**config.mk**
```make
export PLATFORM = sky130hd
export DESIGN_NAME = thumb_to_arm_decompressor
export DESIGN_NICKNAME = d
export VERILOG_FILES = /design/src/sv/t2a_pkg.sv /design/src/sv/t2a_decode.sv /design/src/sv/thumb_to_arm_decompressor.sv
export VERILOG_INCLUDE_DIRS = /design/src /design/src/sv
export SDC_FILE = /design/constraint.sdc
export NUM_CORES = 1
export LEC_CHECK = 0
export ABC_CLOCK_PERIOD_IN_PS = 4500
export BUFFER_PORTS_ARGS = -buffer_cell sky130_fd_sc_hd__buf_2
export CAP_MARGIN = 0
export CELL_PAD_IN_SITES_DETAIL_PLACEMENT = 0
export CELL_PAD_IN_SITES_GLOBAL_PLACEMENT = 1
export CORE_AREA = 2 2 110 112
export CTS_CLUSTER_SIZE = 30
export DETAILED_ROUTE_END_ITERATION = 10
export DIE_AREA = 0 0 112 114
export PLACE_DENSITY = 0.57
export SYNTH_ARGS = -nofsm -noshare
export SYNTH_HDL_FRONTEND = slang
export SYNTH_SLANG_ARGS = --single-unit
```
**constraint.sdc**
```tcl
create_clock -name clk -period 4.5 [get_ports clk]
set_input_delay 0.45 -clock clk [delete_from_list [all_inputs] [get_ports clk]]
set_output_delay 0.45 -clock clk [all_outputs]
set_load 0.01 [all_outputs]
```
**src/sv/thumb_to_arm_decompressor_defines.svh**
```systemverilog
// Assertion macros used by the decompressor top module.
`ifndef THUMB_TO_ARM_DECOMPRESSOR_DEFINES_SVH
`define THUMB_TO_ARM_DECOMPRESSOR_DEFINES_SVH

`ifndef SYNTHESIS

// Antecedent this cycle implies consequent in the next cycle.
`define T2A_ASSERT_NEXT(label, clk, rst_n, ante, cons) \
	label: assert property (@(posedge clk) disable iff (!rst_n) (ante) |=> (cons)) \
		else $error("t2a: next-cycle check failed");

// Antecedent implies consequent in the same cycle.
`define T2A_ASSERT_IMPL(label, clk, rst_n, ante, cons) \
	label: assert property (@(posedge clk) disable iff (!rst_n) (ante) |-> (cons)) \
		else $error("t2a: same-cycle check failed");

`else

`define T2A_ASSERT_NEXT(label, clk, rst_n, ante, cons)
`define T2A_ASSERT_IMPL(label, clk, rst_n, ante, cons)

`endif

`endif

```
**src/sv/t2a_pkg.sv**
```systemverilog
package t2a_pkg;

	// handler classes
	localparam logic [3:0] CL_DP    = 4'd0;
	localparam logic [3:0] CL_DPIMM = 4'd1;
	localparam logic [3:0] CL_MUL   = 4'd2;
	localparam logic [3:0] CL_SDT   = 4'd3;
	localparam logic [3:0] CL_BDT   = 4'd4;
	localparam logic [3:0] CL_BRA   = 4'd5;
	localparam logic [3:0] CL_UND   = 4'd6;
	localparam logic [3:0] CL_LONG  = 4'd7;
	localparam logic [3:0] CL_NONE  = 4'd8;

	// ARM data-processing opcodes
	localparam logic [3:0] OP_AND = 4'd0;
	localparam logic [3:0] OP_EOR = 4'd1;
	localparam logic [3:0] OP_SUB = 4'd2;
	localparam logic [3:0] OP_RSB = 4'd3;
	localparam logic [3:0] OP_ADD = 4'd4;
	localparam logic [3:0] OP_ADC = 4'd5;
	localparam logic [3:0] OP_SBC = 4'd6;
	localparam logic [3:0] OP_TST = 4'd8;
	localparam logic [3:0] OP_CMP = 4'd10;
	localparam logic [3:0] OP_ORR = 4'd12;
	localparam logic [3:0] OP_MOV = 4'd13;
	localparam logic [3:0] OP_BIC = 4'd14;
	localparam logic [3:0] OP_MVN = 4'd15;

	localparam logic [3:0] COND_AL = 4'hE;
	localparam logic [3:0] REG_SP  = 4'd13;
	localparam logic [3:0] REG_PC  = 4'd15;

	typedef struct packed {
		logic [31:0] arm_word;
		logic [3:0]  handler_class;
	} t2a_result_t;

endpackage

```
**src/sv/t2a_decode.sv**
```systemverilog
module t2a_decode import t2a_pkg::*; (
	input  logic [15:0] thumb_word,
	output t2a_result_t result
);

	logic [2:0]  r0, r1, r2, r8;
	logic [4:0]  im5;
	logic [7:0]  im8;
	logic [3:0]  hd, hm;
	logic [31:0] w;
	logic [3:0]  cl;

	assign r0  = thumb_word[2:0];
	assign r1  = thumb_word[5:3];
	assign r2  = thumb_word[8:6];
	assign r8  = thumb_word[10:8];
	assign im5 = thumb_word[10:6];
	assign im8 = thumb_word[7:0];
	// hi-register numbers: flag bits add 8
	assign hd  = {thumb_word[7], 1'b0, thumb_word[1:0]};
	assign hm  = {thumb_word[6], 1'b0, thumb_word[4:3]};

	always_comb begin
		w  = '0;
		cl = CL_NONE;
		unique casez (thumb_word[15:10])
			6'b0000??, 6'b00010?: begin
				// MOVS with immediate shift
				w[31:28] = COND_AL;
				w[24:21] = OP_MOV;
				w[20]    = 1'b1;
				w[14:12] = r0;
				w[11:7]  = im5;
				w[6:5]   = thumb_word[12:11];
				w[2:0]   = r1;
				cl       = CL_DP;
			end
			6'b000110: begin
				w[31:28] = COND_AL;
				w[24:21] = thumb_word[9] ? OP_SUB : OP_ADD;
				w[20]    = 1'b1;
				w[18:16] = r1;
				w[14:12] = r0;
				w[2:0]   = r2;
				cl       = CL_DP;
			end
			6'b00100?: begin
				w[31:28] = COND_AL;
				w[25]    = 1'b1;
				w[24:21] = OP_CMP;
				w[20]    = 1'b1;
				w[18:16] = r8;
				w[7:0]   = im8;
				cl       = CL_DPIMM;
			end
			6'b00101?: begin
				w[31:28] = COND_AL;
				w[25]    = 1'b1;
				w[24:21] = OP_MOV;
				w[20]    = 1'b1;
				w[14:12] = r8;
				w[7:0]   = im8;
				cl       = CL_DPIMM;
			end
			6'b0011??: begin
				w[31:28] = COND_AL;
				w[25]    = 1'b1;
				w[24:21] = thumb_word[11] ? OP_SUB : OP_ADD;
				w[20]    = 1'b1;
				w[18:16] = r8;
				w[14:12] = r8;
				w[7:0]   = im8;
				cl       = CL_DPIMM;
			end
			6'b010000: begin
				// two-address ALU group
				w[31:28] = COND_AL;
				w[20]    = 1'b1;
				cl       = CL_DP;
				unique case (thumb_word[9:6])
					4'd0, 4'd1, 4'd5, 4'd6, 4'd12, 4'd14: begin
						unique case (thumb_word[9:6])
							4'd0:    w[24:21] = OP_AND;
							4'd1:    w[24:21] = OP_EOR;
							4'd5:    w[24:21] = OP_ADC;
							4'd6:    w[24:21] = OP_SBC;
							4'd12:   w[24:21] = OP_ORR;
							default: w[24:21] = OP_BIC;
						endcase
						w[18:16] = r0;
						w[14:12] = r0;
						w[2:0]   = r1;
					end
					4'd2, 4'd3, 4'd4, 4'd7: begin
						// register-specified shift
						w[24:21] = OP_MOV;
						w[18:16] = r0;
						w[14:12] = r0;
						w[10:8]  = r1;
						w[4]     = 1'b1;
						unique case (thumb_word[9:6])
							4'd2:    w[6:5] = 2'd0;
							4'd3:    w[6:5] = 2'd1;
							4'd4:    w[6:5] = 2'd2;
							default: w[6:5] = 2'd3;
						endcase
					end
					4'd8: begin
						w[24:21] = OP_TST;
						w[18:16] = r0;
						w[2:0]   = r1;
					end
					4'd9: begin
						// NEG as RSB #0
						w[25]    = 1'b1;
						w[24:21] = OP_RSB;
						w[18:16] = r1;
						w[14:12] = r0;
					end
					4'd13: begin
						// MULS
						w[18:16] = r0;
						w[10:8]  = r0;
						w[7:4]   = 4'b1001;
						w[2:0]   = r1;
						cl       = CL_MUL;
					end
					4'd15: begin
						w[24:21] = OP_MVN;
						w[14:12] = r0;
						w[2:0]   = r1;
					end
					default: begin
						w  = '0;
						cl = CL_NONE;
					end
				endcase
			end
			6'b010001: begin
				// hi-register group, BX folds into MOV
				w[31:28] = COND_AL;
				w[20]    = 1'b1;
				w[3:0]   = hm;
				cl       = CL_DP;
				unique case (thumb_word[9:8])
					2'd0: begin
						w[24:21] = OP_ADD;
						w[19:16] = hd;
						w[15:12] = hd;
					end
					2'd1: begin
						w[24:21] = OP_CMP;
						w[19:16] = hd;
					end
					default: begin
						w[24:21] = OP_MOV;
						w[15:12] = hd;
					end
				endcase
			end
			6'b01001?: begin
				// PC-relative load
				w[31:28] = COND_AL;
				w[26]    = 1'b1;
				w[24:23] = 2'b11;
				w[20]    = 1'b1;
				w[19:16] = REG_PC;
				w[14:12] = r8;
				w[9:2]   = im8;
				cl       = CL_SDT;
			end
			6'b0101??: begin
				w[31:28] = COND_AL;
				w[26:23] = 4'b1111;
				w[22]    = thumb_word[10];
				w[20]    = thumb_word[11];
				w[18:16] = r1;
				w[14:12] = r0;
				w[2:0]   = r2;
				cl       = CL_SDT;
			end
			6'b011???: begin
				w[31:28] = COND_AL;
				w[26]    = 1'b1;
				w[24:23] = 2'b11;
				w[22]    = thumb_word[12];
				w[20]    = thumb_word[11];
				w[18:16] = r1;
				w[14:12] = r0;
				w[6:2]   = im5;
				cl       = CL_SDT;
			end
			6'b1001??: begin
				// SP-relative, load when bit 11 clear
				w[31:28] = COND_AL;
				w[26]    = 1'b1;
				w[24:23] = 2'b11;
				w[20]    = ~thumb_word[11];
				w[19:16] = REG_SP;
				w[14:12] = r8;
				w[9:2]   = im8;
				cl       = CL_SDT;
			end
			6'b1010??: begin
				w[31:28] = COND_AL;
				w[25]    = 1'b1;
				w[24:21] = OP_ADD;
				w[19:16] = thumb_word[11] ? REG_SP : REG_PC;
				w[14:12] = r8;
				w[7:0]   = im8;
				cl       = CL_DPIMM;
			end
			6'b1011?0: begin
				// SP adjust
				w[31:28] = COND_AL;
				w[25]    = 1'b1;
				w[24:21] = thumb_word[7] ? OP_SUB : OP_ADD;
				w[19:16] = REG_SP;
				w[15:12] = REG_SP;
				w[11:8]  = REG_PC;
				w[6:0]   = thumb_word[6:0];
				cl       = CL_DPIMM;
			end
			6'b101101: begin
				// push
				w[31:28] = COND_AL;
				w[27]    = 1'b1;
				w[24]    = 1'b1;
				w[21]    = 1'b1;
				w[19:16] = REG_SP;
				w[14]    = thumb_word[8];
				w[7:0]   = im8;
				cl       = CL_BDT;
			end
			6'b101111: begin
				// pop
				w[31:28] = COND_AL;
				w[27]    = 1'b1;
				w[23]    = 1'b1;
				w[21:20] = 2'b11;
				w[19:16] = REG_SP;
				w[15]    = thumb_word[8];
				w[7:0]   = im8;
				cl       = CL_BDT;
			end
			6'b1100??: begin
				w[31:28] = COND_AL;
				w[27]    = 1'b1;
				w[23]    = 1'b1;
				w[21]    = 1'b1;
				w[20]    = thumb_word[11];
				w[18:16] = r8;
				w[7:0]   = im8;
				cl       = CL_BDT;
			end
			6'b1101??: begin
				w[31:28] = thumb_word[11:8];
				w[23:16] = im8;
				cl       = CL_BRA;
			end
			6'b11100?: begin
				w[31:28] = COND_AL;
				w[23:16] = im8;
				cl       = CL_BRA;
			end
			6'b11101?: begin
				cl = CL_UND;
			end
			6'b1111??: begin
				w[15:0] = thumb_word;
				cl      = CL_LONG;
			end
			default: begin
				w  = '0;
				cl = CL_NONE;
			end
		endcase
	end

	assign result.arm_word      = w;
	assign result.handler_class = cl;

endmodule

```
**src/sv/thumb_to_arm_decompressor.sv**
```systemverilog
// Thumb-to-ARM decompressor. Each transaction is one 16-bit Thumb instruction on
// thumb_word, taken at a clock edge with start high (busy is always low, so every
// start is taken). The instruction is registered in stage 1 and decoded into the
// stage-2 result register, whose ARM word and handler class appear on arm_word /
// handler_class with done high for exactly one cycle, and they are taken at the edge
// that ends that cycle. The receiver cannot stall, so it must capture them then.
// Throughput is one instruction per clock: an input register, one level of decode
// logic, and a result register form a fixed two-stage pipe with nothing that ever
// holds it back. Long-branch halves pass the Thumb word through zero-extended;
// unhandled encodings give class none with a zero word.
`include "thumb_to_arm_decompressor_defines.svh"

module thumb_to_arm_decompressor import t2a_pkg::*; (
	input  logic        clk,
	input  logic        arst_n,
	input  logic        start,
	output logic        busy,
	input  logic [15:0] thumb_word,
	output logic        done,
	output logic [31:0] arm_word,
	output logic [3:0]  handler_class
);

	logic        valid_s1;
	logic [15:0] thumb_s1;
	logic        valid_s2;
	t2a_result_t result_s2;
	t2a_result_t dec_result;

	// pipe never stalls
	assign busy = 1'b0;

	// stage 1: capture the instruction
	always_ff @(posedge clk or negedge arst_n) begin
		if (!arst_n) begin
			valid_s1 <= 1'b0;
		end else begin
			valid_s1 <= start && !busy;
		end
	end

	always_ff @(posedge clk) begin
		if (start && !busy) begin
			thumb_s1 <= thumb_word;
		end
	end

	t2a_decode u_decode (
		.thumb_word (thumb_s1),
		.result     (dec_result)
	);

	// stage 2: result register
	always_ff @(posedge clk or negedge arst_n) begin
		if (!arst_n) begin
			valid_s2 <= 1'b0;
		end else begin
			valid_s2 <= valid_s1;
		end
	end

	always_ff @(posedge clk) begin
		if (valid_s1) begin
			result_s2 <= dec_result;
		end
	end

	assign done          = valid_s2;
	assign arm_word      = result_s2.arm_word;
	assign handler_class = result_s2.handler_class;

	`T2A_ASSERT_NEXT(a_accept_fills_s1, clk, arst_n, start && !busy, valid_s1)
	`T2A_ASSERT_NEXT(a_s1_to_done, clk, arst_n, valid_s1, done)
	`T2A_ASSERT_NEXT(a_no_spurious_done, clk, arst_n, !valid_s1, !done)
	`T2A_ASSERT_IMPL(a_class_range, clk, arst_n, done, handler_class <= CL_NONE)
	`T2A_ASSERT_IMPL(a_long_passthru, clk, arst_n, done && handler_class == CL_LONG, arm_word[31:12] == 20'h0000F)

endmodule

```
==> results of run 1 <==
==> metrics by stage <==
step	power [mW]	std cells	hold slack, ps	instance area [sq um]	utilization, %
floorplan	0.866	365	154	3400	-
global placement	0.984	538	234	3750	32.0
detailed placement	0.982	538	237	3750	32.0
CTS	1.36	547	322	3900	33.3
global route	1.42	547	318	3900	33.3
finish	1.35	547	328	3900	33.3
==> timing repair <==
item	4_1_cts	5_1_grt
hold buffers	1	0
buffers inserted	0	0
hold endpoints to repair	2	0
gates resized for setup	0	0
==> flip-flops by register name, indices dropped and copies added (netlist names) <==
signal and count:
handler_class 4, valid_s1 1, done 1, arm_word 32, thumb_s1 16
==> cells in the mapped netlist (3+ instances only) <==
cell type,count
clkbuf_1,25
or2_2,4
a21oi_1,32
a21o_1,6
nand3_1,10
nand4_1,5
nor2b_1,13
nor2_1,23
edfxtp_1,52
a221oi_1,4
inv_1,7
and3_1,3
o21ai_0,23
nand2b_1,12
nor3_1,5
a221o_1,7
a31oi_1,4
o21bai_1,4
buf_1,4
a22oi_1,4
o22ai_1,9
a32oi_1,6
nand2_1,50
xnor2_1,4
==> how the worst max path moves through the flow <==
| stage | start | endpoint | slack, ps | cells after the start |
|---|---|---|---|---|
| final | thumb_s1[11]$_DFFE_PP_ | arm_word[13]$_DFFE_PP_ | 1800 | 5 |
| after global routing | thumb_s1[11]$_DFFE_PP_ | arm_word[13]$_DFFE_PP_ | 1670 | 5 |
| after CTS | thumb_s1[11]$_DFFE_PP_ | arm_word[13]$_DFFE_PP_ | 1820 | 5 |
| after detailed placement | thumb_s1[11]$_DFFE_PP_ | arm_word[13]$_DFFE_PP_ | 1840 | 5 |
| after global placement | thumb_s1[11]$_DFFE_PP_ | arm_word[13]$_DFFE_PP_ | 1900 | 5 |
| after floorplan | thumb_s1[15]$_DFFE_PP_ | arm_word[10]$_DFFE_PP_ | 2430 | 7 |
==> per-layer routing <==
metal / wire length, microns / vias to the layer above / GRT usage [%]
met2: 4750 / 142 / 25.1
met1: 4620 / 1404 / 23.0
met3: 694 / 21 / 2.92
met4: 310 / 0 / 6.75
li1: - / 1444 / -
met5: 0 / - / 0
==> report_power, final <==
| group | switching, mW | total [mW] | internal (mW) |
|---|---|---|---|
| registers | 0.0600 | 0.677 | 0.617 |
| logic | 0.178 | 0.296 | 0.117 |
| clock network | 0.171 | 0.378 | 0.207 |
==> layout make-up <==
class	count	area share [%]
timing repair buffer	62	8.47
inverter	7	0.674
clock inverter	1	0.192
clock buffer	7	3.40
sequential	54	41.3
tap	147	4.71
multi-input combinational	269	41.2
==> cell families (layout without fill, tap and decap cells) <==
| group | Yosys count | count (layout) | synth area share [%] |
|---|---|---|---|
| xor gates and xnor gates | 4 | 4 | 1.03 |
| AOI/OAI and AO/OA | 122 | 122 | 24.2 |
| muxes | 1 | 1 | 0.294 |
| other | 1 | 1 | 0.110 |
| DFF | 54 | 54 | 47.4 |
| and+or+nand+nor | 141 | 141 | 21.6 |
| buffers and inverters | 42 | 77 | 5.30 |
==> flow_metrics.py, run 1 <==
metrics = {
    "floorplan": {
        "die_y_microns": 114,
        "fp-row-count": 40,
        "start_util_pct": 29.0,
        "die-width_microns": 112,
        "die_area_sq_um": 12800,
        "io-pin-count": 57,
        "coreArea_sq_um": 11700,
    },
    "logic_synthesis": {
        "synth.largest_area_cell": "edfxtp_1",
        "ys_types": 62,
        "ys_warn_count": 0,
        "syn-mean-instance-area_sq_um": 9.32,
        "syn_nets": 384,
        "yosys.area.top_type_share_pct": 45.9,
        "async_flop_share_pct": 3.70,
        "synth_edf_count": 52,
        "syn_inst": 365,
        "yosysSeqAreaShare_pct": 47.4,
        "synth.area.top_cells": "edfxtp_1, nand2_1, a21oi_1, o21ai_0, clkbuf_1",
        "ys_ff_latch": 54,
        "ys.flop_type": "edfxtp_1",
        "netlist_area_sq_um": 3400,
    },
    "worst_setup_path": {
        "crit_path_max_fanout": 26,
        "worstSetupStartpointType": "flip-flop",
        "cp-end-kind": "flip-flop",
        "cp_slowest_cell": "edfxtp_1",
        "path_cells": "or4b_4, nor3b_4, o22ai_1, o21bai_1, a221o_1",
        "criticalPathCategory": "reg2reg",
        "cp.required_ps": 4660,
        "arrival_ps": 2860,
        "path_delay_family": "simple AND/OR/NAND/NOR gates",
        "cpPeakStageDelay_ps": 740,
        "r2r-end": "arm_word[13]$_DFFE_PP_",
        "r2r-start": "thumb_s1[11]$_DFFE_PP_",
        "critPathBufInv": 0,
        "rrSetupSlack_ps": 1800,
        "reg2regPathDepth": 5,
    },
    "drt": {
        "drc": 0,
        "dr.pass1.iters": 5,
        "drt_wl_total_microns": 10400,
        "drt-initial-drc-count": 258,
        "ant_nets": 0,
        "wl_per_cell_microns": 19.0,
        "routed-via-count": 3011,
        "vias_per_cell": 5.50,
    },
    "sta": {
        "hold_viol": 0,
        "finalCritPeriodShare_pct": 59.9,
        "rsz0062_at_grt": "false",
        "drv_slew": 0,
        "finalClockSkew_ps": 5.53,
        "setup_viol": 0,
        "fin_ws_ps": 1800,
        "tightest_slew_ps": 897,
        "fmax_mhz": 371,
        "min_period_ps": 2700,
        "slew_headroom_pct": 40.2,
        "fin_setup_tns_ps": 0,
    },
    "placement": {
        "pre_cts_ws_ps": 1840,
        "gp_congestion": 0.880,
        "numPortBuffers": 55,
        "dp_hpwl_microns": 7470,
    },
    "clock_network": {
        "clk_latency_ps": 290,
        "h-tree-depth": 2,
        "max-clock-path-buffers": 2,
        "numCtsBuffers": 5,
        "cts_tree": "yes",
        "cts_root_buf": "clkbuf_16",
        "cts_sinks": 54,
        "path_clk_slew_ps": 70,
    },
    "global_route": {
        "grt_antenna_before_repair": 0,
        "grt_pass1_vias": 2808,
        "grt_max_degree": 32,
        "grt_use_total_pct": 16.4,
        "grt-ovfl-total": 0,
        "grt_pass1_wl_microns": 16100,
    },
    "final_layout": {
        "fillers": 1243,
        "final_nets": 418,
        "layout_common_cells": "buf_2, edfxtp_1, nand2_1",
        "multi_input_area_sq_um": 1610,
        "area.growth.synth_to_final_pct": 14.7,
        "final_common_cell": "buf_2",
        "antenna_cells": 0,
        "final-seq-area_sq_um": 1610,
        "drive_gt1_share_pct": 20.0,
    },
    "min_path": {
        "holdPathStages": 1,
        "worst_hold_startpoint": "thumb_word[9]",
        "min_to": "thumb_s1[9]$_DFFE_PP_",
        "hold_path.class": "in2reg",
    },
    "pwr": {
        "p_per_area_nw_per_um2": 346,
        "leakagePower_nw": 1.46,
        "peakVddDrop_mv": 0.161,
    },
    "job": {
        "drv_cap": 0,
    },
    "run_status": {
        "status": "completed",
    },
}
No activity file was read; power rests on OpenSTA's default activity.
==> run 2: changes to the inputs <==
--- a/config.mk
+++ b/config.mk
@@ -6,7 +6,7 @@
 export SDC_FILE = /design/constraint.sdc
 export NUM_CORES = 1
 export LEC_CHECK = 0
-export ABC_CLOCK_PERIOD_IN_PS = 4500
+export ABC_CLOCK_PERIOD_IN_PS = 2600
 export BUFFER_PORTS_ARGS = -buffer_cell sky130_fd_sc_hd__buf_2
 export CAP_MARGIN = 0
 export CELL_PAD_IN_SITES_DETAIL_PLACEMENT = 0
==> constraint.sdc (replaced) <==
create_clock -name clk -period 2.6 [get_ports clk]
set_input_delay 0.26 -clock clk [delete_from_list [all_inputs] [get_ports clk]]
set_output_delay 0.26 -clock clk [all_outputs]
set_load 0.01 [all_outputs]
==> run 2 against run 1 <==
Against the previous run:
- register-to-register slack lost 1400 ps
- sequential cell count is the same
- via count increased by 3.5%
- hold slack got worse by 190 ps
- die area unchanged
- cell count is 3.7% higher
- sequential power grew 67%
- combinational power rose by 100%
- maximum frequency is 21% higher
- power increased by 77%
- largest cell class unchanged
==> flow_metrics.py, run 2 (same netlist as run 1, synthesis figures left out) <==
metrics = {
    "sta": {
        "fmax_mhz": 447,
        "fin_setup_tns_ps": 0,
        "rsz0062_at_grt": "false",
        "min_period_ps": 2240,
        "tightest_slew_ps": 584,
        "drv_slew": 0,
        "finalClockSkew_ps": 6.00,
        "fin_hold_ws_ps": 133,
        "slew_headroom_pct": 61.0,
        "finalCritPeriodShare_pct": 86.1,
        "hold_viol": 0,
        "setup_viol": 0,
    },
    "job": {
        "drv_cap": 0,
    },
    "global_route": {
        "top_usage_layer": "met2",
        "grt_use_total_pct": 17.0,
        "grt_use_met1_pct": 24.0,
        "use_met2_pct": 26.3,
        "grt_max_degree": 46,
        "grt-ovfl-total": 0,
        "grt_antenna_before_repair": 0,
        "grt_pass1_wl_microns": 16900,
        "grtUsageMet3_pct": 2.44,
        "grt_pass1_vias": 2971,
    },
    "clock_network": {
        "numCtsBuffers": 5,
        "cts_tree": "yes",
        "cts_sinks": 54,
        "ctsResizeCount": 0,
        "h-tree-depth": 2,
        "path_clk_slew_ps": 70,
        "holdBufCountCts": 1,
        "cts_root_buf": "clkbuf_16",
        "max-clock-path-buffers": 2,
        "clk_latency_ps": 300,
        "postCtsSetupBuffers": 0,
    },
    "final_layout": {
        "antenna_cells": 0,
        "layout_common_cells": "buf_2, edfxtp_1, nand2_1",
        "largest_reg_flops": 32,
        "finalInstanceArea_sq_um": 4080,
        "final_cell_count_no_fill": 567,
        "area.growth.synth_to_final_pct": 19.9,
        "final_nets": 438,
        "drive_gt1_share_pct": 24.0,
        "final_common_cell": "buf_2",
        "fillers": 1224,
    },
    "worst_setup_path": {
        "worstSetupStartpointType": "flip-flop",
        "cp.required_ps": 2640,
        "criticalPathCategory": "reg2reg",
        "crit_path_max_fanout": 31,
        "cp-end-kind": "flip-flop",
        "critical_path.startpoint": "thumb_s1[12]$_DFFE_PP_",
        "arrival_ps": 2280,
        "r2r-start": "thumb_s1[12]$_DFFE_PP_",
    },
    "pwr": {
        "sw_frac_of_total_pct": 30.7,
        "internal-power_mw": 1.66,
        "pwr-share-comb_pct": 25.0,
        "peakVddDrop_mv": 0.291,
        "leakagePower_nw": 1.57,
        "p_sw_uw": 735,
        "seq_power_share_pct": 47.0,
        "p_per_area_nw_per_um2": 587,
        "p_clk_share_pct": 28.1,
    },
    "drt": {
        "vias_per_cell": 5.49,
        "drc": 0,
        "routed-via-count": 3115,
        "wl_per_cell_microns": 19.0,
        "drt_wl_total_microns": 10800,
        "ant_nets": 0,
        "drt-initial-drc-count": 305,
        "dr.pass1.iters": 5,
    },
    "min_path": {
        "worst_hold_startpoint": "thumb_word[7]",
        "hold_path.class": "in2reg",
    },
    "placement": {
        "gp_congestion": 0.917,
        "dp_hpwl_microns": 7940,
        "place_inst": 558,
        "numPortBuffers": 55,
        "place_area_sq_um": 3930,
    },
    "floorplan": {
        "io-pin-count": 57,
        "coreArea_sq_um": 11700,
        "start_util_pct": 29.0,
        "die_area_sq_um": 12800,
        "fp-row-count": 40,
        "die-width_microns": 112,
        "die_y_microns": 114,
    },
    "run_status": {
        "status": "completed",
    },
}
==> run 2: cell types whose count changed in the layout (fill, tap and decap cells not counted), sizes merged <==
cell,previous run,this run
clkinv,0,1
clkinvlp,1,0
clkbuf,7,6
buf,61,81
inv,7,8
==> run 2: area by class of cell <==
cell class / instances / area, sq um / area share [%]
timing repair buffer: 82 / 505 / 12.4
tap: 147 / 184 / 4.51
inverter: 7 / 26.3 / 0.644
multi-input combinational: 269 / 1610 / 39.4
clock inverter: 2 / 13.8 / 0.337
sequential: 54 / 1610 / 39.5
clock buffer: 6 / 129 / 3.16
==> run 2: metal layers <==
metal  share of wire [%]  wire [microns]
met1                  45            4820
met2                  45            4880
met3                 6.6             713
met4                 3.5             380
met5                   0               0
==> run 2: final timing paths <==
kind                                     endpoint  slack, ps  depth (start not counted)
min in group asynchronous          done$_DFF_PN0_        270                          2
max reg2reg                arm_word[16]$_DFFE_PP_        360                          6
max in group asynchronous      valid_s1$_DFF_PN0_       2240                          2
min                         thumb_s1[7]$_DFFE_PP_        130                          1
max                        arm_word[16]$_DFFE_PP_        360                          6
min reg2reg                        done$_DFF_PN0_        700                          0
==> run 2: power groups by stage <==
stage               Sequential, mW  Clock [mW]  Combinational, mW
global placement              1.14           0              0.595
floorplan                     1.17           0              0.333
detailed placement            1.15           0              0.591
finish                        1.13       0.672              0.598
global route                  1.14       0.726              0.650
CTS                           1.13       0.697              0.595
==> run 2: metrics by stage <==
| stage | utilization, % | setup WS, ps | total power, mW |
|---|---|---|---|
| after CTS | 34.8 | 375 | 2.42 |
| after global placement | 33.5 | 369 | 1.74 |
| after global routing | 34.8 | 214 | 2.51 |
| after detailed placement | 33.5 | 386 | 1.74 |
| final | 34.8 | 362 | 2.40 |
| after floorplan | - | 526 | 1.50 |
==> run 2: worst max-delay path: stages (launching register included) <==
cell and delay [ps]:
edfxtp_1 350, buf_4 300, nor2_1 190, a21o_1 210, nor2b_1 170, or3_1 430
a221o_1 330
==> run 3: changes to the inputs <==
--- a/config.mk
+++ b/config.mk
@@ -15,7 +15,8 @@
 export CTS_CLUSTER_SIZE = 30
 export DETAILED_ROUTE_END_ITERATION = 10
 export DIE_AREA = 0 0 112 114
-export PLACE_DENSITY = 0.57
+export PLACE_DENSITY = 0.66
+export RECOVER_POWER = 25
 export SYNTH_ARGS = -nofsm -noshare
 export SYNTH_HDL_FRONTEND = slang
 export SYNTH_SLANG_ARGS = --single-unit
==> run 3 against run 2 <==
Against the previous run:
- utilization about the same
- power increased by 1.9%
- critical path depth shrank 1
- first-iteration DRC count decreased by 6.6%
- maximum frequency grew 0.90%
- routed wire length is 4.2% higher
- via count rose by 0.80%
- sequential power about the same
- cell count down 0.18%
- clock power grew 6.0%
- combinational power about the same
- critical path type unchanged
- largest power group unchanged
==> flow_metrics.py, run 3 (same netlist as run 1, synthesis figures left out) <==
metrics = {
    "worst_setup_path": {
        "criticalPathCategory": "reg2reg",
        "crit_path_max_fanout": 13,
        "cp.required_ps": 2770,
        "worstSetupStartpointType": "flip-flop",
        "cpPeakStageDelay_ps": 600,
        "cp-end-kind": "flip-flop",
        "cp_slowest_cell": "or4b_4",
        "reg2regPathDepth": 5,
        "worst-path-stages": 5,
        "r2r-start": "thumb_s1[15]$_DFFE_PP_",
        "rrSetupSlack_ps": 380,
        "path_cells": "or4b_4, or3_4, o32ai_2, nor2_1, o21ai_1",
        "r2r-end": "arm_word[1]$_DFFE_PP_",
        "path_delay_family": "simple AND/OR/NAND/NOR gates",
        "arrival_ps": 2380,
        "critPathBufInv": 0,
    },
    "floorplan": {
        "start_util_pct": 29.0,
        "io-pin-count": 57,
        "die_area_sq_um": 12800,
        "coreArea_sq_um": 11700,
        "fp-row-count": 40,
        "die-width_microns": 112,
        "die_y_microns": 114,
    },
    "final_layout": {
        "final_cell_count_no_fill": 566,
        "antenna_cells": 0,
        "finalInstanceArea_sq_um": 4080,
        "final_common_cell": "buf_2",
        "area.growth.synth_to_final_pct": 20.0,
        "drive_gt1_share_pct": 23.6,
        "layout_common_cells": "buf_2, edfxtp_1, nand2_1",
        "largest_reg_flops": 32,
        "final_nets": 437,
    },
    "global_route": {
        "grt_max_degree": 46,
        "grt_pass1_vias": 2957,
        "grt_antenna_before_repair": 0,
        "grt_pass1_wl_microns": 17400,
        "grt_use_total_pct": 17.6,
        "grt-ovfl-total": 0,
    },
    "sta": {
        "fmax_mhz": 451,
        "drv_slew": 0,
        "finalCritPeriodShare_pct": 85.3,
        "slew_headroom_pct": 40.0,
        "min_period_ps": 2220,
        "setup_viol": 0,
        "fin_setup_tns_ps": 0,
        "hold_viol": 0,
        "finalClockSkew_ps": 9.99,
        "fin_ws_ps": 382,
        "rsz0062_at_grt": "false",
        "tightest_slew_ps": 899,
    },
    "clock_network": {
        "h-tree-depth": 2,
        "cts_sinks": 54,
        "path_clk_slew_ps": 80,
        "clk_latency_ps": 310,
        "cts_root_buf": "clkbuf_16",
        "numCtsBuffers": 5,
        "cts_tree": "yes",
        "max-clock-path-buffers": 2,
    },
    "placement": {
        "place_inst": 557,
        "pre_cts_ws_ps": 393,
        "gp_congestion": 0.927,
        "dp_hpwl_microns": 8130,
        "numPortBuffers": 55,
        "place_area_sq_um": 3920,
    },
    "pwr": {
        "p_per_area_nw_per_um2": 599,
        "peakVddDrop_mv": 0.270,
        "leakagePower_nw": 1.57,
        "p_total_mw": 2.44,
    },
    "job": {
        "drv_cap": 0,
    },
    "drt": {
        "dr.pass1.iters": 7,
        "drc": 0,
        "routed-via-count": 3140,
        "ant_nets": 0,
        "drt-initial-drc-count": 285,
        "vias_per_cell": 5.55,
        "drt_wl_total_microns": 11200,
        "wl_per_cell_microns": 19.9,
    },
    "min_path": {
        "holdPathStages": 1,
        "hold_path.class": "in2reg",
        "min_to": "thumb_s1[1]$_DFFE_PP_",
        "worst_hold_startpoint": "thumb_word[1]",
    },
    "run_status": {
        "status": "completed",
    },
}
==> run 3: worst max-delay path by stage <==
stage                             endpoint              startpoint  slack [ps]
finish               arm_word[1]$_DFFE_PP_  thumb_s1[15]$_DFFE_PP_         380
detailed placement   arm_word[1]$_DFFE_PP_  thumb_s1[15]$_DFFE_PP_         390
CTS                  arm_word[1]$_DFFE_PP_  thumb_s1[15]$_DFFE_PP_         380
floorplan           arm_word[10]$_DFFE_PP_  thumb_s1[15]$_DFFE_PP_         530
global route         arm_word[1]$_DFFE_PP_  thumb_s1[15]$_DFFE_PP_         300
global placement     arm_word[1]$_DFFE_PP_  thumb_s1[15]$_DFFE_PP_         420
==> run 3: routing by layer <==
metal	global-route usage, %	vias up	routed length, microns
met5	0	-	0
met4	6.02	0	281
met3	2.71	17	804
met2	27.6	142	5160
met1	24.9	1503	4990
li1	-	1478	-
==> run 3: per-stage QoR <==
step           hold slack, ps  util (%)
2_1_floorplan           -35.6         -
3_3_place_gp             43.8      33.5
3_5_place_dp             47.2      33.5
4_1_cts                   122      34.9
5_1_grt                   116      34.8
6_report                  123      34.8
==> run 3: repair_timing <==
item,CTS,global route
resized for setup,0,0
hold buffers,1,0
endpoints found under the hold margin,2,0
setup buffers,0,0
==> run 3: cell type report <==
class	count	area, sq um
Sequential cell	54	1610
Multi-Input combinational cell	269	1610
Tap cell	147	184
Clock buffer	5	125
Clock inverter	3	28.8
Timing Repair Buffer	81	495
Fill cell	1232	7630
Inverter	7	26.3
==> run 3: power breakdown <==
part | switching, mW | internal [mW] | total (mW)
sequential | 0.0667 | 1.07 | 1.14
clock | 0.344 | 0.368 | 0.712
combinational | 0.364 | 0.231 | 0.595
total | 0.774 | 1.67 | 2.44
